==> config.mk <==
export PLATFORM = sky130hd
export DESIGN_NAME = msbb_queue
export DESIGN_NICKNAME = d
export VERILOG_FILES = /design/src/hdl/msbb_pkg.sv /design/src/hdl/msbb_queue.sv
export SDC_FILE = /design/constraint.sdc
export NUM_CORES = 1
export LEC_CHECK = 0
export ABC_AREA = 1
export BUFFER_PORTS_ARGS = -buffer_cell sky130_fd_sc_hd__buf_2
export CORE_UTILIZATION = 62
export DETAILED_ROUTE_END_ITERATION = 16
export PLACE_DENSITY_LB_ADDON = 0.05
export SETUP_SLACK_MARGIN = 0.15
export SYNTH_ARGS = -nofsm -noshare
export SYNTH_HDL_FRONTEND = slang
export SYNTH_SLANG_ARGS = --single-unit
==> constraint.sdc <==
create_clock -name clock -period 5.7 [get_ports clock]
set_input_delay 0.285 -clock clock [delete_from_list [all_inputs] [get_ports clock]]
set_output_delay 0.285 -clock clock [all_outputs]
set_load 0.005 [all_outputs]
==> src/hdl/msbb_pkg.sv <==
// shared constants and types for the masked box blur
package msbb_pkg;
   localparam int MAX_ROWS   = 64;
   localparam int MAX_COLS   = 64;
   localparam int MAX_RADIUS = 15;
   localparam int ROW_W  = $clog2(MAX_ROWS);
   localparam int COL_W  = $clog2(MAX_COLS);
   localparam int ADDR_W = ROW_W + COL_W;
   localparam int VAL_W  = 24;
   localparam int CNT_W  = $clog2(2 * MAX_RADIUS + 2);
   localparam int SUM_W  = VAL_W + CNT_W + 1;
   localparam int CSR_W  = 7;
   localparam int CSR_IDX_W = 2;
   localparam logic [CSR_IDX_W-1:0] CSR_RADIUS = 2'd0;
   localparam logic [CSR_IDX_W-1:0] CSR_ROWS   = 2'd1;
   localparam logic [CSR_IDX_W-1:0] CSR_COLS   = 2'd2;
   localparam logic OP_LOAD  = 1'b0;
   localparam logic OP_QUERY = 1'b1;
   localparam int QUEUE_DEPTH = 4;
   localparam int QPTR_W = $clog2(QUEUE_DEPTH);

   typedef struct packed {
      logic              op;
      logic [ROW_W-1:0]  row;
      logic [COL_W-1:0]  col;
      logic [VAL_W-1:0]  value;
      logic              valid;
   } req_type;

   // a classified command for the back end
   typedef struct packed {
      logic              is_load;
      logic              is_hole;
      logic [ADDR_W-1:0] addr;
      logic [VAL_W-1:0]  value;
      logic              valid;
      logic [ROW_W-1:0]  r0;
      logic [ROW_W-1:0]  r1;
      logic [COL_W-1:0]  c0;
      logic [COL_W-1:0]  c1;
   } cmd_type;

   typedef enum logic [2:0] {
      ST_IDLE, ST_READ, ST_COL_DIV, ST_OUT_DIV, ST_SEND
   } back_state_type;

   typedef enum logic [1:0] {
      DV_IDLE, DV_RUN, DV_DONE
   } div_state_type;
endpackage

==> src/hdl/msbb_queue.sv <==
// short command queue between front and back end
module msbb_queue (
   input  logic              clock,
   input  logic              reset,
   input  logic              in_valid,
   output logic              in_ready,
   input  msbb_pkg::cmd_type in_data,
   output logic              out_valid,
   input  logic              out_ready,
   output msbb_pkg::cmd_type out_data
);
   msbb_pkg::cmd_type slots_ff [msbb_pkg::QUEUE_DEPTH];
   logic [msbb_pkg::QPTR_W-1:0] wr_ff, rd_ff;
   logic [msbb_pkg::QPTR_W:0]   count_ff;
   logic push, pop;

   assign in_ready  = (count_ff != (msbb_pkg::QPTR_W+1)'(msbb_pkg::QUEUE_DEPTH));
   assign out_valid = (count_ff != '0);
   assign push = in_valid && in_ready;
   assign pop  = out_valid && out_ready;
   assign out_data = slots_ff[rd_ff];

   always_ff @(posedge clock) begin
      if (reset) begin
         wr_ff <= '0;
         rd_ff <= '0;
         count_ff <= '0;
      end else begin
         if (push) wr_ff <= wr_ff + 1'b1;
         if (pop)  rd_ff <= rd_ff + 1'b1;
         count_ff <= count_ff + {{msbb_pkg::QPTR_W{1'b0}}, push}
                              - {{msbb_pkg::QPTR_W{1'b0}}, pop};
      end
   end

   always_ff @(posedge clock) begin
      if (push) slots_ff[wr_ff] <= in_data;
   end
endmodule

-- After elaboration in Yosys (flattened, before gate mapping)
Memory sizes are Yosys's and may differ from the RTL's. A register that Yosys moved wholly into a read port is not among the register bits.
Index checks and enable logic that the tools add are counted.
- flip-flop bits (word level): 7
- input port bits: 67
- bits in writable memories: 252
- memories: 1
- mux-type cells: 4
- reduce and logical (&&, ||, !) cells: 3
- add/sub/neg operators: 4
- equality and inequality tests: 1
- memory list (name ; words ; width ; read ports ; clocked after Yosys merged registers in ; wr ports ; line ; text):
    slots_ff ; 4 ; 63 ; 1 ; 1 ; 1 ; msbb_queue.sv:12 ; msbb_pkg::cmd_type slots_ff [msbb_pkg::QUEUE_DEPTH];
- operators with widths (operator ; number):
    adder 2 x 1 -> 2 bit, second input constant ; 2
    two-way mux 2 bit ; 2
    adder 3 x 1 -> 3 bit ; 1
    inequality test 3 bit, second input constant ; 1
    nonzero test 3 bit ; 1
    subtractor 3 x 1 -> 3 bit ; 1
    logical AND 1 bit ; 2
    two-way mux 1 bit ; 2

-- Longest topological paths before layout
- depth in word-level cells: 4
- gate-level depth with buffers: 10

-- Worst setup path before layout
OpenSTA, ideal clock, no wires.
- path kind: register to register
- start point: register count_ff[1] (netlist bit)
- end point: memory slots_ff[0][0] (netlist bit) (enable)
- clock period less this slack: 3.876 ns
- setup time: 0.484 ns
- slack: 1.824 ns
- cell stages (with the launch flop): 5
- data arrival time: 3.391 ns
- buffers on the path: 0
- path through: dfxtp_1 -> nor2_1 -> nand2_1 -> nand2_1 -> nor2_1
- cells in the longest elaborated chain, start to end: 4
- ends and longest elaborated chain (element ; line ; text):
    start: declaration ; msbb_queue.sv:14 ; logic [msbb_pkg::QPTR_W:0] count_ff;
    start signal: assignment ; msbb_queue.sv:31 ; count_ff <= count_ff + {{msbb_pkg::QPTR_W{1'b0}}, push}
    inequality test 3 bit ; msbb_queue.sv:17 ; assign in_ready = (count_ff != (msbb_pkg::QPTR_W+1)'(msbb_pkg::QUEUE_DEPTH));
    net in_ready ; msbb_queue.sv:6 ; output logic in_ready,
    logical AND 1 bit ; msbb_queue.sv:19 ; assign push = in_valid && in_ready;
    two-way mux 1 bit ; msbb_queue.sv:37 ; if (push) slots_ff[wr_ff] <= in_data;
    two-way mux 1 bit (not written as such) ; msbb_queue.sv:37 ;
    end: declaration ; msbb_queue.sv:12 ;
The timed path passes the listed nets, and every way through them passes these cells.

==> results.py <==
metrics = {
    "status": {
        "status": "completed",
    },
    "timing": {
        "hold_violations": 0,
        "fin_worst_skew_ps": 9.40,
        "setup_tns_ps": 0,
        "fmax_mhz": 350,
        "worst_slew_pin_slew_ps": 1050,
        "maxSlewViolCount": 0,
        "post-route-period-util": 0.502,
        "fin_ws_ps": 2840,
        "relSlewSlack": 0.301,
        "rsz0062_at_grt": "no",
        "min_period_ps": 2860,
        "setup_viol": 0,
    },
    "clock_network": {
        "clkTransAtPathRegs_ps": 60,
        "cts_buffers": 25,
        "cts_sinks": 261,
        "ctsRootBufferMaster": "clkbuf_16",
        "cts_tree": "done",
        "h-tree-depth": 1,
        "clockBufferDepth": 3,
        "clk_latency_ps": 500,
        "post_cts_resized": 0,
    },
    "pwr": {
        "leakage_nw": 4.24,
        "swShare": 0.285,
        "internal_power_mw": 3.57,
        "p_per_area_nw_per_um2": 411,
        "p_sw_mw": 1.42,
        "peakVddDrop_v": 0.000292,
        "p_seq_frac": 0.486,
        "power_frac_clock": 0.285,
        "power_mw": 4.99,
        "comb_power_share": 0.228,
    },
    "critical_path": {
        "r2r_cells": 5,
        "crit_required_ps": 5410,
        "cp_max_fo": 72,
        "path_class": "register to primary output",
        "r2r_start": "count_ff[1]$_SDFF_PP0_",
        "reg2reg_slack_ps": 2960,
        "end_kind": "primary output",
        "crit_path_start_kind": "register",
        "cp_data_arrival_time_ps": 2570,
        "r2r_end": "slots_ff[1][62]$_DFFE_PP_",
    },
    "yosys": {
        "synth_simple_gate_area_frac": 0.0671,
        "synth-seq-cells": 261,
        "ys_warn_count": 0,
        "synthDistinctLibCells": 24,
        "synth_adder_area_share": 0.00935,
        "synthMuxAreaShare": 0,
        "netlist_area_um2": 10200,
        "synth_top_family_by_area": "compound AO/OA/AOI/OAI gates",
        "avgSynthCellArea_um2": 15.1,
        "synth_top_area_cell": "edfxtp_1",
        "yosys.area.top_type_share": 0.744,
        "synth-compound-area-share": 0.129,
        "synth_nets": 748,
        "synth_xor_area_frac": 0,
        "ys_seq_area_frac": 0.762,
        "synthCells": 674,
        "synthTopCellsByArea": "edfxtp_1, o21ai_0, o22ai_2",
    },
    "placed_design": {
        "portBuffers": 131,
        "dpl.hpwl_mm": 10.7,
        "dp_slack_ps": 2910,
        "place.gp.congestion": 0.778,
    },
    "hold_path": {
        "hold_path.startpoint": "in_data[39]",
        "min_to": "slots_ff[3][39]$_DFFE_PP_",
        "min_path_cells": 1,
        "hold_class": "input port to register",
    },
    "final_layout": {
        "antennaDiodeCount": 0,
        "syn2layout_area_growth_pct": 19.3,
        "drive_above_1_share": 0.292,
        "nets": 924,
        "fill_cells": 976,
    },
    "detailed_routing": {
        "num_vias": 6150,
        "routed_wl_mm": 20.1,
        "drt_pass1_iterations": 4,
        "drt_iter0_drc": 514,
        "wl_per_cell_um": 18.6,
        "antenna_left": 0,
        "drcViolationCount": 0,
        "viasPerCell": 5.69,
    },
    "die": {
        "rows": 46,
        "core_um2": 15900,
        "die_h_um": 130,
        "die_area_um2": 16900,
        "io_pins": 132,
        "initial_core_util": 0.638,
        "die_w_um": 130,
    },
    "global_route": {
        "antenna_found_initial": 0,
        "grt_pass1_wl_mm": 30.5,
        "overflow": 0,
        "grt_max_degree": 127,
        "track_usage": 0.240,
        "grt_pass1_vias": 6108,
    },
    "job": {
        "drv_cap": 0,
    },
}
-- kinds of logic after synthesis --
kind of cell / Yosys count
adders and majority gates: 7
AOI/OAI and AO/OA: 196
DFF: 261
buffers and inverters: 56
and+or+nand+nor: 154
-- critical path: stages (launching register included) --
cell     delay, ps
dfxtp_4        720
buf_4          670
o21ai_0        280
o22ai_2        220
buf_2          140
-- metrics by stage --
step,util,hold slack (ps),cells,instance area (µm²)
after global routing,0.761,0.102,1080,12100
after CTS,0.759,0.119,1077,12100
after floorplan,-,352,674,10200
after detailed placement,0.685,474,987,10900
final,0.761,14.4,1080,12100
after global placement,0.685,466,987,10900
-- area by class of cell --
class / count / area, µm² / area share
Clock buffer: 35 / 663 / 0.0547
Clock inverter: 6 / 27.5 / 0.00227
Inverter: 16 / 70.1 / 0.00578
Multi-Input combinational cell: 357 / 2120 / 0.175
Sequential cell: 261 / 7750 / 0.639
Tap cell: 216 / 270 / 0.0223
Timing Repair Buffer: 189 / 1220 / 0.101
-- flip-flops by register name, indices dropped and copies added, names as in the netlist, named ones only --
register / cells
rd_ff: 2
slots_ff: 252
count_ff: 3
wr_ff: 2
-- layer usage --
metal,share of wire,up-vias,global-route usage
met5,0,-,0
met2,0.51,190,0.424
li1,-,2876,-
met3,0.054,30,0.0418
met1,0.42,3054,0.307
met4,0.016,0,0.0711
-- power by group through the flow --
| stage | Combinational, mW | Sequential [mW] | Clock (mW) |
|---|---|---|---|
| 6_report | 1.14 | 2.43 | 1.42 |
| 2_1_floorplan | 0.753 | 2.43 | 0 |
| 4_1_cts | 1.15 | 2.43 | 1.45 |
| 3_5_place_dp | 1.12 | 2.47 | 0 |
| 3_3_place_gp | 1.07 | 2.46 | 0 |
| 5_1_grt | 1.26 | 2.45 | 1.53 |
-- worst max-delay path by stage --
stage | startpoint | cells past startpoint | to | slack [ps]
2_1_floorplan | count_ff[1]$_SDFF_PP0_ | 4 | slots_ff[0][0]$_DFFE_PP_ | 1820
3_3_place_gp | count_ff[1]$_SDFF_PP0_ | 5 | slots_ff[1][58]$_DFFE_PP_ | 2990
3_5_place_dp | count_ff[1]$_SDFF_PP0_ | 5 | slots_ff[3][58]$_DFFE_PP_ | 2910
4_1_cts | register | 4 | out_data[39] | 2790
5_1_grt | register | 4 | out_data[61] | 2610
6_report | register | 4 | out_data[39] | 2840
-- cell usage in the layout, fill, tap and decap left out, drive strengths merged --
cell,n
ha,6
o21ai,127
clkinvlp,1
clkinv,6
buf,137
dfxtp,9
edfxtp,252
fa,1
a21oi,4
inv,15
o22ai,63
nand3,3
dlygate4sd3,52
clkbuf,35
nand2,12
nor2,139
a21boi,2
-- cell usage after synthesis, drive strengths merged --
cell type	number
nor2	139
clkinv	1
dfxtp	9
nand2	12
inv	15
buf	22
fa	1
o21ai	127
a21oi	4
o22ai	63
a21boi	2
edfxtp	252
clkbuf	18
ha	6
nand3	3
-- timing repair --
action | 4_1_cts | 5_1_grt
endpoints found under the setup margin | 0 | 0
endpoints found under the hold margin | 186 | 11
setup buffers | 0 | 0
hold buffers | 49 | 3
No activity file was read; power rests on OpenSTA's default activity.
