--- src/hdl/msbb_pkg.sv ---
// shared constants and types for the masked box blur
package msbb_pkg;
   localparam int MAX_ROWS   = 64;
   localparam int MAX_COLS   = 64;
   localparam int MAX_RADIUS = 15;
   localparam int ROW_W  = $clog2(MAX_ROWS);
   localparam int COL_W  = $clog2(MAX_COLS);
   localparam int ADDR_W = ROW_W + COL_W;
   localparam int VAL_W  = 24;
   localparam int CNT_W  = $clog2(2 * MAX_RADIUS + 2);
   localparam int SUM_W  = VAL_W + CNT_W + 1;
   localparam int CSR_W  = 7;
   localparam int CSR_IDX_W = 2;
   localparam logic [CSR_IDX_W-1:0] CSR_RADIUS = 2'd0;
   localparam logic [CSR_IDX_W-1:0] CSR_ROWS   = 2'd1;
   localparam logic [CSR_IDX_W-1:0] CSR_COLS   = 2'd2;
   localparam logic OP_LOAD  = 1'b0;
   localparam logic OP_QUERY = 1'b1;
   localparam int QUEUE_DEPTH = 4;
   localparam int QPTR_W = $clog2(QUEUE_DEPTH);

   typedef struct packed {
      logic              op;
      logic [ROW_W-1:0]  row;
      logic [COL_W-1:0]  col;
      logic [VAL_W-1:0]  value;
      logic              valid;
   } req_type;

   // a classified command for the back end
   typedef struct packed {
      logic              is_load;
      logic              is_hole;
      logic [ADDR_W-1:0] addr;
      logic [VAL_W-1:0]  value;
      logic              valid;
      logic [ROW_W-1:0]  r0;
      logic [ROW_W-1:0]  r1;
      logic [COL_W-1:0]  c0;
      logic [COL_W-1:0]  c1;
   } cmd_type;

   typedef enum logic [2:0] {
      ST_IDLE, ST_READ, ST_COL_DIV, ST_OUT_DIV, ST_SEND
   } back_state_type;

   typedef enum logic [1:0] {
      DV_IDLE, DV_RUN, DV_DONE
   } div_state_type;
endpackage

--- src/hdl/msbb_front.sv ---
// front end: clamps configuration, classifies items and computes windows
module msbb_front (
   input  logic                          clock,
   input  logic                          reset,
   input  logic                          csr_write,
   input  logic [msbb_pkg::CSR_IDX_W-1:0] csr_index,
   input  logic [msbb_pkg::CSR_W-1:0]    csr_data,
   input  logic                          in_valid,
   output logic                          in_ready,
   input  msbb_pkg::req_type             in_data,
   output logic                          cmd_valid,
   input  logic                          cmd_ready,
   output msbb_pkg::cmd_type             cmd_data
);
   logic [3:0] radius_ff;
   logic [6:0] rows_ff, cols_ff;
   logic [7:0] rows_c, cols_c;
   logic [7:0] rad_c;
   logic [7:0] lo_r, hi_r, lo_c, hi_c;
   msbb_pkg::cmd_type cmd_ff, cmd_in;
   logic cmd_valid_ff;

   always_ff @(posedge clock) begin
      if (reset) begin
         radius_ff <= 4'd1;
         rows_ff   <= 7'd64;
         cols_ff   <= 7'd64;
      end else if (csr_write) begin
         unique case (csr_index)
            msbb_pkg::CSR_RADIUS: radius_ff <= csr_data[3:0];
            msbb_pkg::CSR_ROWS:   rows_ff   <= csr_data;
            msbb_pkg::CSR_COLS:   cols_ff   <= csr_data;
            default: ;
         endcase
      end
   end

   always_comb begin
      rows_c = (rows_ff == 7'd0) ? 8'd1 :
               ({1'b0, rows_ff} > 8'(msbb_pkg::MAX_ROWS)) ? 8'(msbb_pkg::MAX_ROWS)
                                                          : {1'b0, rows_ff};
      cols_c = (cols_ff == 7'd0) ? 8'd1 :
               ({1'b0, cols_ff} > 8'(msbb_pkg::MAX_COLS)) ? 8'(msbb_pkg::MAX_COLS)
                                                          : {1'b0, cols_ff};
      rad_c  = ({4'd0, radius_ff} > 8'(msbb_pkg::MAX_RADIUS)) ? 8'(msbb_pkg::MAX_RADIUS)
                                                            : {4'd0, radius_ff};
      lo_r = ({2'd0, in_data.row} < rad_c) ? 8'd0 : {2'd0, in_data.row} - rad_c;
      hi_r = ({2'd0, in_data.row} + rad_c > rows_c - 8'd1) ? rows_c - 8'd1
                                                           : {2'd0, in_data.row} + rad_c;
      lo_c = ({2'd0, in_data.col} < rad_c) ? 8'd0 : {2'd0, in_data.col} - rad_c;
      hi_c = ({2'd0, in_data.col} + rad_c > cols_c - 8'd1) ? cols_c - 8'd1
                                                           : {2'd0, in_data.col} + rad_c;
      cmd_in.is_load = (in_data.op == msbb_pkg::OP_LOAD);
      cmd_in.is_hole = ({2'd0, in_data.row} >= rows_c) || ({2'd0, in_data.col} >= cols_c);
      cmd_in.addr    = {in_data.row, in_data.col};
      cmd_in.value   = in_data.value;
      cmd_in.valid   = in_data.valid;
      cmd_in.r0 = lo_r[msbb_pkg::ROW_W-1:0];
      cmd_in.r1 = hi_r[msbb_pkg::ROW_W-1:0];
      cmd_in.c0 = lo_c[msbb_pkg::COL_W-1:0];
      cmd_in.c1 = hi_c[msbb_pkg::COL_W-1:0];
   end

   assign in_ready = !cmd_valid_ff || cmd_ready;

   always_ff @(posedge clock) begin
      if (reset) cmd_valid_ff <= 1'b0;
      else if (in_ready) cmd_valid_ff <= in_valid;
   end

   always_ff @(posedge clock) begin
      if (in_ready && in_valid) cmd_ff <= cmd_in;
   end

   assign cmd_valid = cmd_valid_ff;
   assign cmd_data  = cmd_ff;
endmodule

--- config.mk ---
export PLATFORM = sky130hd
export DESIGN_NAME = msbb_front
export DESIGN_NICKNAME = d
export VERILOG_FILES = /design/src/hdl/msbb_pkg.sv /design/src/hdl/msbb_front.sv
export SDC_FILE = /design/constraint.sdc
export NUM_CORES = 1
export LEC_CHECK = 0
export BUFFER_PORTS_ARGS = -buffer_cell sky130_fd_sc_hd__buf_2
export CORE_MARGIN = 2
export CORE_UTILIZATION = 57
export DETAILED_ROUTE_END_ITERATION = 8
export PLACE_DENSITY = 0.85
export SYNTH_ARGS = -nofsm -noshare
export SYNTH_HDL_FRONTEND = slang
export SYNTH_SLANG_ARGS = --single-unit
--- constraint.sdc ---
create_clock -name clock -period 5.49 [get_ports clock]
set_input_delay 0.2745 -clock clock [delete_from_list [all_inputs] [get_ports clock]]
set_output_delay 0.2745 -clock clock [all_outputs]
set_load 0.005 [all_outputs]
Word level (Yosys, flattened, before mapping)
Index checks and enable logic that the tools add are counted.

operators by class
  eq/ne operators = 2
  order comparisons = 8
  bitwise operators = 1
  reduce and logical (&&, ||, !) cells = 10
  muxes and demuxes = 6
  add/sub/neg operators = 6

operators with widths
  kind                                                                count
  7-bit two-way mux                                                   4
  7-bit by 8-bit > comparator with 1-bit output                       2
  7-bit by 1-bit subtractor with 8-bit output, second input constant  2
  6-bit by 4-bit adder with 7-bit output                              2
  6-bit by 7-bit greater-or-equal comparator with 1-bit output        2
  7-bit > comparator, second input constant                           2
  7-bit logical NOT                                                   2
  6-bit by 4-bit < comparator with 1-bit output                       2
  6-bit two-way mux                                                   2
  6-bit by 4-bit subtractor with 6-bit output                         2
  2-bit AND reduction                                                 3
  2-bit by 1-bit == test with 1-bit output, second input constant     1
  2-bit == test, second input constant                                1
  2-bit logical NOT                                                   1
  1-bit logical OR                                                    2
  1-bit logical AND                                                   1
  1-bit logical NOT                                                   1
  1-bit NOT                                                           1

storage, ports and cells
  flip-flop bits (word level) = 82
  word-level logic and storage cells = 46

Depth between registers and ports, before layout
Gate-level depths: netlist of the first run.

  word-level depth = 6
  gate-level depth with buffers = 17
  mapped depth without buffers = 16

Worst setup path after synthesis of the first run
Ideal clock, no wire load.

  path type = register -> register
  from = reg cols_ff[3]
  to = reg cmd_ff (netlist bit cmd_data[4]) (data pin)
  data arrival time = 2.837 ns
  path slack = 2.393 ns
  stages on the path, launching flop included = 18
  setup time = 0.260 ns
  cell sequence = dfxtp_1 > nor3_1 > nor3b_1 > nor2_1 > nor2_1 > inv_1 > ha_1 > inv_1 > nor3_1 > o21ai_0 > inv_1 > ha_1 > and4_1 > nand4_1 > o21ai_1 > a31o_1 > buf_6 > mux2_4

RTL lines
  element                 line              source
  from (decl)             msbb_front.sv:16  logic [6:0] rows_ff, cols_ff;
  from (signal assigned)  msbb_front.sv:32  msbb_pkg::CSR_COLS: cols_ff <= csr_data;
  to (signal assigned)    msbb_front.sv:72  if (in_ready && in_valid) cmd_ff <= cmd_in;
  to (decl)               msbb_front.sv:20  msbb_pkg::cmd_type cmd_ff, cmd_in;

==> summary.txt, run 1 <==
run status = complete, no violations
Critical Path Most Common Cell = inv_1
Min-Delay Path Class = in -> reg
R2R Path End = cmd_data[16]$_DFFE_PP_
global-route wire length before repair = 14,500 um
TritonRoute pass-1 iters = 4
Seq/Total Area, Yosys = 0.517
CTS clock-pin slew for the worst setup and hold paths = 90 ps
later-pin clock latency in the skew report = 360 ps
Int Pwr = 1.14 mW
clock tree sinks = 82
largest net degree at the start of global routing = 64
GRT overflow = 0
TritonCTS clock tree = built
Net Sw Frac = 0.249
setup TNS = 0 ps
CP arrival = 3770 ps
Reg power frac = 0.483
cts repair resizes = 0
WHS Endpoint = cmd_data[28]$_DFFE_PP_
Syn Inst Count = 376
htree depth = 3
antenna cells = 0
WHS Path Cells = 1
Total GRT Usage = 0.219
vias per inst = 5.26
Least-Margin Pin Slew = 758 ps
die extent in x = 91.8 um
busiest grt layer = met2
Synth Area in XOR/XNOR = 0.0239
root buffer cell = clkbuf_8
Post-Syn Area per Cell = 11.7 um^2
Vias = 3,148
Worst Hold Launch = in_data[4]
Fmax = 0.273 GHz
Slew Limit Headroom = 0.495
post-synthesis compound-gate area fraction = 0.0897
pwr dens = 288 nW/um^2
Mapped Area = 4390 um^2
post-synth cell types = 43
P_leak = 2.46 nW
WHS = 86.4 ps
Crit Reg-Reg Startpoint = rows_ff[3]$_SDFFE_PP0P_
largest fanout on the critical path = 6
layout cells sized above 1 = 0.290
Routability Congestion = 0.871
asr flop ratio synth = 0
Worst Path Class, Setup = reg -> reg
Final Cycle Share = 0.668
starting density of the core = 0.577
WL final = 8860 um
initial DRC count = 117
Core Area = 7610 um^2
detailed placement HPWL = 6810 um
Num CTS Buffers = 9
FF+latch count, synth = 82
Ports = 117
EDFF count, synth = 63
NumNets Final = 592
CP endpoint kind = register
r2r setup slk = 1830 ps
Post-Synth Adder-Cell Area = 0.144
Fillers = 583
mux share of post-synthesis cell area = 0.0621
Routed WL per cell = 14.8 um
WP data required = 5600 ps
Buffers on Ports = 116
met1 Use GR = 0.273
Fin Clk Skew = 12.9 ps
unrepaired setup endpoints after global routing = false
largest family of logic cells by synthesized area = adder cells
Hold Violations, Final = 0
met3 Use GR = 0.0362
most common cell after layout, fill and taps aside = buf_2
drc violations = 0
Final Cell Area = 5290 um^2
Worst path slowest cell = dfxtp_1
Synth Area in Simple Gates = 0.119
Critical Path Max Stage Delay = 370 ps
num rows = 32
Comb pwr share = 0.162
Die H = 91.8 um
Top FF cell, synth = edfxtp_1
vias in the first global route = 3,105
Final Critical Period = 3660 ps
CP Cell Sequence = nor3_1, nor3b_1, nor2_1, nor2_1, inv_1, ha_1, inv_1, nor3_1, o21ai_0, inv_1, ha_1, and4_1, nand4_1, o21ai_1, a31o_1, mux2_4
hold_buf cts = 0
Detail Route Antenna Nets = 0
Die Area = 8420 um^2
placed insts = 583
fin. max-slew vios = 0
post-placement cell area = 5040 um^2
most frequent cells in the layout = 116 x buf_2, 63 x edfxtp_1, 44 x ha_1, 42 x nor2_1, 33 x inv_1
max cap viols = 0
Max IR drop VDD = 0.141 mV
CP Launch Type = register
initial antenna violation count = 0
NetSw = 380 uW
area grow syn2layout = 20.5%
Post-CTS Setup Bufs = 0
post-synth net total = 476
final std cells w/o fill = 599
met2 usage = 0.384
Synthesis Warnings = 0
maximum clock path buffer count = 2
r2r worst-path depth = 16
clock power share = 0.355
# setup viols final = 0
[worst max-delay path, delay by kind of cell (launching register included)]
| family | cells | cell delay [ps] |
|---|---|---|
| muxes | 1 | 330 |
| and+or+nand+nor | 7 | 1250 |
| adders and majority gates | 2 | 490 |
| AOI/OAI and AO/OA | 3 | 710 |
| buffers and inverters | 3 | 290 |
| DFF | 1 | 370 |
[per-stage QoR]
stage | power (mW) | utilization | worst slack, ps
6_report | 1.52 | 0.695 | 1830
5_1_grt | 1.59 | 0.695 | 1520
4_1_cts | 1.53 | 0.695 | 1870
3_5_place_dp | 0.995 | 0.662 | 1910
3_3_place_gp | 0.984 | 0.662 | 2160
2_1_floorplan | 0.904 | - | 2390
[flip-flops by register name (all words and copies together), names as in the netlist]
signal,cells
radius_ff,4
cmd_data,63
cols_ff,7
rows_ff,7
cmd_valid,1
[per-layer routing]
| layer | vias to the layer above | routed length, um |
|---|---|---|
| met5 | - | 0 |
| met4 | 0 | 217 |
| met3 | 19 | 446 |
| met2 | 100 | 4500 |
| met1 | 1467 | 3700 |
| li1 | 1562 | - |
[cells in the mapped netlist (3+ instances only)]
library cell / count / area (um^2)
a21oi_1: 21 / 105
dfxtp_1: 19 / 380
nand2b_1: 13 / 81.3
o21ai_1: 3 / 15.0
nor2b_1: 10 / 62.6
nor2_1: 42 / 158
nand4_1: 3 / 18.8
a211o_1: 3 / 26.3
buf_2: 5 / 25.0
mux2i_1: 22 / 220
ha_1: 44 / 551
or3_1: 3 / 18.8
o21bai_1: 4 / 30.0
a21o_1: 3 / 22.5
xnor2_1: 12 / 105
clkbuf_1: 4 / 15.0
edfxtp_1: 63 / 1890
o21ai_0: 14 / 70.1
nor3_1: 7 / 35.0
fa_1: 4 / 80.1
inv_1: 33 / 124
nand2_1: 11 / 41.3
[how the worst max path moves through the flow]
stage,startpoint,endpoint,slack [ps],depth (start not counted)
2_1_floorplan,cols_ff[3]$_SDFFE_PP0P_,cmd_data[4]$_DFFE_PP_,2390,17
3_3_place_gp,rows_ff[3]$_SDFFE_PP0P_,cmd_data[16]$_DFFE_PP_,2160,16
3_5_place_dp,rows_ff[3]$_SDFFE_PP0P_,cmd_data[16]$_DFFE_PP_,1910,16
4_1_cts,rows_ff[3]$_SDFFE_PP0P_,cmd_data[16]$_DFFE_PP_,1870,16
5_1_grt,rows_ff[3]$_SDFFE_PP0P_,cmd_data[16]$_DFFE_PP_,1520,16
6_report,rows_ff[3]$_SDFFE_PP0P_,cmd_data[16]$_DFFE_PP_,1830,16
[power by group through the flow]
stage / combinational [mW] / sequential [mW] / clock [mW]
finish: 0.247 / 0.737 / 0.541
global route: 0.277 / 0.742 / 0.571
CTS: 0.247 / 0.737 / 0.546
detailed placement: 0.244 / 0.751 / 0
global placement: 0.234 / 0.750 / 0
floorplan: 0.148 / 0.755 / 0
[area by class of cell]
class                   instances  area (um^2)  share of cell area
clock buffers                   9          124              0.0234
clock inverters                 7          128              0.0241
inverters                      33          124              0.0234
multi-input cells             249         1930               0.364
flip-flops and latches         82         2270               0.430
well taps                     102          128              0.0241
repair buffers                117          588               0.111
[kinds of logic after synthesis]
kind of cell / after synthesis
buffers and inverters: 45
AOI/OAI and AO/OA: 61
DFF: 82
xor gates and xnor gates: 12
and+or+nand+nor: 102
muxes: 26
adders and majority gates: 48
Power figures use the tool's default switching activity.
==> run 2, diff against run 1 <==
- CORE_UTILIZATION: 57 -> 53
- PLACE_DENSITY: 0.85 -> 0.8
- clock period: 5.49 -> 3.68 ns (I/O delays scaled with it)
==> summary.txt, run 2 (synthesized netlist as in run 1, its figures left out) <==
run status = complete, no violations
detailed placement HPWL = 6990 um (+2.7%)
Detail Route Antenna Nets = 0 (unchanged)
Final Cell Area = 5420 um^2 (+2.5%)
Final Critical Period = 3350 ps (-312 ps)
Ports = 117 (unchanged)
clock tree sinks = 82 (unchanged)
CP arrival = 3460 ps (-310 ps)
Die Area = 9030 um^2 (+7.2%)
TritonRoute pass-1 iters = 6 (+2)
Fin Clk Skew = 11.2 ps (-1.72 ps)
initial antenna violation count = 0 (unchanged)
Final Cycle Share = 0.911 (+0.244)
Worst Path Class, Setup = reg -> reg
Min-Delay Path Class = in -> reg
TritonCTS clock tree = built
vias in the first global route = 2,945 (-5.2%)
most frequent cells in the layout = 116 x buf_2, 63 x edfxtp_1, 44 x ha_1, 42 x nor2_1, 33 x inv_1
flip-flop count of the largest register after layout = 63 (unchanged)
root buffer cell = clkbuf_8
initial DRC count = 120 (+2.6%)
largest net degree at the start of global routing = 61 (-4.7%)
CTS clock-pin slew for the worst setup and hold paths = 90 ps (about the same)
post-placement cell area = 5040 um^2 (about the same)
WL final = 9100 um (+2.6%)
die extent in x = 95.0 um (+3.5%)
antenna cells = 0 (unchanged)
maximum clock path buffer count = 2 (unchanged)
largest fanout on the critical path = 6 (unchanged)
later-pin clock latency in the skew report = 350 ps (about the same)
Core Area = 8130 um^2 (+6.9%)
Fmax = 0.298 GHz (+9.3%)
unrepaired setup endpoints after global routing = false
Buffers on Ports = 116 (unchanged)
# setup viols final = 0 (unchanged)
total power = 2.15 mW (+41%)
Routability Congestion = 0.845 (-2.9%)
fin. max-slew vios = 0 (unchanged)
CP endpoint kind = register
Die H = 95.0 um (+3.5%)
Routed WL per cell = 14.7 um (-0.51%)
Least-Margin Pin Slew = 718 ps (-39.9 ps)
P_leak = 2.51 nW (+1.9%)
Num CTS Buffers = 9 (unchanged)
setup TNS = 0 ps (unchanged)
global-route wire length before repair = 14,100 um (-3.1%)
num rows = 33 (+3.1%)
Slew Limit Headroom = 0.521 (+0.0266)
max cap viols = 0 (unchanged)
drc violations = 0 (unchanged)
GRT overflow = 0 (unchanged)
starting density of the core = 0.540 (-0.0374)
Total GRT Usage = 0.204 (-0.0146)
CP Launch Type = register
vias per inst = 5.14 (-2.2%)
NumNets Final = 608 (+2.7%)
layout cells sized above 1 = 0.290 (+0.000710)
area grow syn2layout = 23.5%
Hold Violations, Final = 0 (unchanged)
WP data required = 3790 ps (-1810 ps)
pwr dens = 396 nW/um^2 (+38%)
htree depth = 3 (unchanged)
Post-CTS Setup Bufs = 0 (unchanged)
Max IR drop VDD = 0.227 mV (+61%)
Vias = 3,176 (+0.89%)
most common cell after layout, fill and taps aside = buf_2
[run 2: layer usage]
layer | share of wire | vias to the layer above | GRT usage
met5 | 0 | - | 0
met4 | 0.016 | 0 | 0.0688
met3 | 0.054 | 12 | 0.0474
met2 | 0.50 | 91 | 0.353
met1 | 0.43 | 1481 | 0.252
li1 | - | 1592 | -
[run 2: report_power, final]
part           switching (mW)  total, mW  internal, mW
Combinational           0.199      0.380         0.181
Sequential             0.0233       1.10          1.08
Clock                   0.345      0.671         0.325
Total                   0.568       2.15          1.58
[run 2: critical path, stage by stage (launching register included)]
cell and delay, ps:
dfxtp_1 360, nor3_2 270, nor3b_1 210, nor2_1 60, nor2_1 170, inv_1 90, ha_1 200, inv_1 140
nor3_1 60, o21ai_0 240, inv_1 80, ha_1 310, and4_1 190, nand4_1 80, o21ai_1 70, a31o_2 300
mux2_4 310
[run 2: per-stage QoR]
step	std cells	utilization	setup slack (ps)	hold slack, ps
2_1_floorplan	376	-	583	283
3_3_place_gp	586	0.620	286	360
3_5_place_dp	586	0.620	125	363
4_1_cts	611	0.657	121	0.635
5_1_grt	618	0.667	3.47	0.132
6_report	618	0.667	327	15.6
[run 2: path summary, 6_finish.rpt]
| kind | from | endpoint | slack, ps | depth (start not counted) |
|---|---|---|---|---|
| worst min register to register | cmd_valid$_SDFFE_PP0N_ | cmd_valid$_SDFFE_PP0N_ | 520 | 2 |
| worst min-delay path | in_data[1] | cmd_data[25]$_DFFE_PP_ | 20 | 1 |
| worst max register to register | rows_ff[2]$_SDFFE_PP0P_ | cmd_data[16]$_DFFE_PP_ | 330 | 16 |
| worst max-delay path | rows_ff[2]$_SDFFE_PP0P_ | cmd_data[16]$_DFFE_PP_ | 330 | 16 |
[run 2: timing repair]
| action | CTS | global route |
|---|---|---|
| gates resized for setup | 0 | 6 |
| hold buffers | 9 | 7 |
| setup endpoints to repair | 0 | 12 |
| endpoints found under the hold margin | 9 | 7 |
[run 2: final cells by class]
cell class | count | area, um^2
well taps | 105 | 131
clock inverters | 7 | 83.8
repair buffers | 133 | 748
inverters | 33 | 124
multi-input cells | 249 | 1940
fillers | 630 | 2710
flip-flops and latches | 82 | 2270
clock buffers | 9 | 124
==> run 3, diff against run 2 <==
- CORE_UTILIZATION: 53 -> 35
- PLACE_DENSITY: 0.8 -> unset
==> summary.txt, run 3 (synthesized netlist as in run 1, its figures left out) <==
placed insts = 650 (+11%)
setup TNS = 0 ps (unchanged)
most common cell after layout, fill and taps aside = buf_2
Max IR drop VDD = 0.204 mV (-10%)
largest net degree at the start of global routing = 36 (-41%)
area grow syn2layout = 26.3%
WP data required = 3770 ps (-20 ps)
r2r worst-path depth = 16 (unchanged)
most frequent cells in the layout = 116 x buf_2, 63 x edfxtp_1, 44 x ha_1, 42 x nor2_1, 33 x inv_1
vias per inst = 4.72 (-8.2%)
num rows = 40 (+21%)
Ports = 117 (unchanged)
Hold Violations, Final = 0 (unchanged)
TritonCTS clock tree = built
P_leak = 2.54 nW (+1.2%)
initial DRC count = 195 (+63%)
Slew Limit Headroom = 0.441 (-0.0808)
drc violations = 0 (unchanged)
CTS clock-pin slew for the worst setup and hold paths = 70 ps (-20 ps)
Die Area = 13,500 um^2 (+49%)
Buffers on Ports = 116 (unchanged)
NumNets Final = 601 (-1.2%)
Routability Congestion = 0.841 (-0.51%)
clock tree sinks = 82 (unchanged)
CP endpoint kind = register
Worst Hold Launch = in_data[11]
Fillers = 1,156 (+83%)
unrepaired setup endpoints after global routing = false
Total GRT Usage = 0.149 (-0.0553)
Least-Margin Pin Slew = 839 ps (+121 ps)
pwr dens = 447 nW/um^2 (+13%)
starting density of the core = 0.363 (-0.177)
Die H = 116 um (+22%)
WHS Path Cells = 1 (unchanged)
antenna cells = 0 (unchanged)
Num CTS Buffers = 9 (unchanged)
CP arrival = 3510 ps (+50 ps)
initial antenna violation count = 0 (unchanged)
GRT overflow = 0 (unchanged)
largest fanout on the critical path = 6 (unchanged)
root buffer cell = clkbuf_16
run status = complete, no violations
Post-CTS Setup Bufs = 0 (unchanged)
later-pin clock latency in the skew report = 340 ps (about the same)
detailed placement HPWL = 7500 um (+7.2%)
TritonRoute pass-1 iters = 4 (-2)
vias in the first global route = 3,188 (+8.3%)
R2R Path End = cmd_data[4]$_DFFE_PP_
# setup viols final = 0 (unchanged)
Vias = 3,179 (+0.094%)
global-route wire length before repair = 15,200 um (+7.9%)
fin. max-slew vios = 0 (unchanged)
WHS Endpoint = cmd_data[35]$_DFFE_PP_
Final Cycle Share = 0.930 (+0.0191)
maximum clock path buffer count = 2 (unchanged)
flip-flop count of the largest register after layout = 63 (unchanged)
Min-Delay Path Class = in -> reg
Worst Path Class, Setup = reg -> reg
Fmax = 0.292 GHz (-2.1%)
WL final = 9730 um (+7.0%)
Crit Reg-Reg Startpoint = cols_ff[2]$_SDFFE_PP0P_
Fin Clk Skew = 8.24 ps (-2.94 ps)
Core Area = 12,100 um^2 (+49%)
die extent in x = 116 um (+22%)
final std cells w/o fill = 674 (+9.1%)
layout cells sized above 1 = 0.292 (+0.00204)
max cap viols = 0 (unchanged)
Detail Route Antenna Nets = 0 (unchanged)
Routed WL per cell = 14.4 um (-1.9%)
CP Launch Type = register
Final Critical Period = 3420 ps (+70.3 ps)
r2r setup slk = 260 ps (-70 ps)
htree depth = 3 (unchanged)
==> run 3: per-layer routing <==
metal / GRT usage / part of all wire / routed length [um]
met5: 0 / 0 / 0
met1: 0.176 / 0.45 / 4370
met3: 0.0235 / 0.046 / 448
met4: 0.0738 / 0.022 / 212
met2: 0.263 / 0.48 / 4690
==> run 3: what timing repair did <==
action | CTS | global route
hold buffers | 8 | 0
resized for setup | 0 | 4
endpoints found under the setup margin | 0 | 7
hold endpoints to repair | 8 | 0
==> run 3: final cells by class <==
cell class / count / area [um^2] / share of cell area
Timing Repair Buffer: 126 / 676 / 0.122
Multi-Input combinational cell: 249 / 1930 / 0.348
Sequential cell: 82 / 2270 / 0.410
Clock buffer: 9 / 225 / 0.0406
Inverter: 33 / 124 / 0.0223
Tap cell: 168 / 210 / 0.0379
Clock inverter: 7 / 106 / 0.0192
==> run 3: stage by stage <==
| step | setup WS [ps] | power, mW | hold WS (ps) | utilization | area [um^2] |
|---|---|---|---|---|---|
| 6_report | 257 | 2.48 | 10.3 | 0.458 | 5550 |
| 5_1_grt | 5.73 | 2.59 | 3.86 | 0.458 | 5550 |
| 4_1_cts | 121 | 2.51 | 2.04 | 0.457 | 5540 |
| 3_5_place_dp | 106 | 1.49 | 363 | 0.423 | 5130 |
| 3_3_place_gp | 303 | 1.48 | 361 | 0.423 | 5130 |
| 2_1_floorplan | 583 | 1.35 | 283 | - | 4390 |
==> run 3: how the worst max path moves through the flow <==
stage | from | end | slack [ps] | cells past startpoint
after floorplan | cols_ff[3]$_SDFFE_PP0P_ | cmd_data[4]$_DFFE_PP_ | 580 | 17
after global placement | cols_ff[3]$_SDFFE_PP0P_ | cmd_data[4]$_DFFE_PP_ | 300 | 16
after detailed placement | rows_ff[3]$_SDFFE_PP0P_ | cmd_data[16]$_DFFE_PP_ | 110 | 16
after CTS | rows_ff[3]$_SDFFE_PP0P_ | cmd_data[16]$_DFFE_PP_ | 120 | 16
after global routing | cols_ff[2]$_SDFFE_PP0P_ | cmd_data[4]$_DFFE_PP_ | 6 | 16
final | cols_ff[2]$_SDFFE_PP0P_ | cmd_data[4]$_DFFE_PP_ | 260 | 16
==> run 3: critical path: stages (launching register included) <==
cell     delay [ps]
dfxtp_1         350
nor3_1          330
nor3b_1         220
nor2_1           60
nor2_1          160
inv_1            90
ha_1            190
inv_1           120
nor3_1           60
o21ai_0         250
inv_1            80
ha_1            300
and4_1          200
nand4_1          80
o21ai_1          70
a31o_2          300
mux2_4          310
==> run 3: where the power goes <==
part | internal, mW | total (mW) | switching [mW]
Sequential | 1.08 | 1.10 | 0.0246
Combinational | 0.176 | 0.377 | 0.201
Clock | 0.608 | 1.00 | 0.394
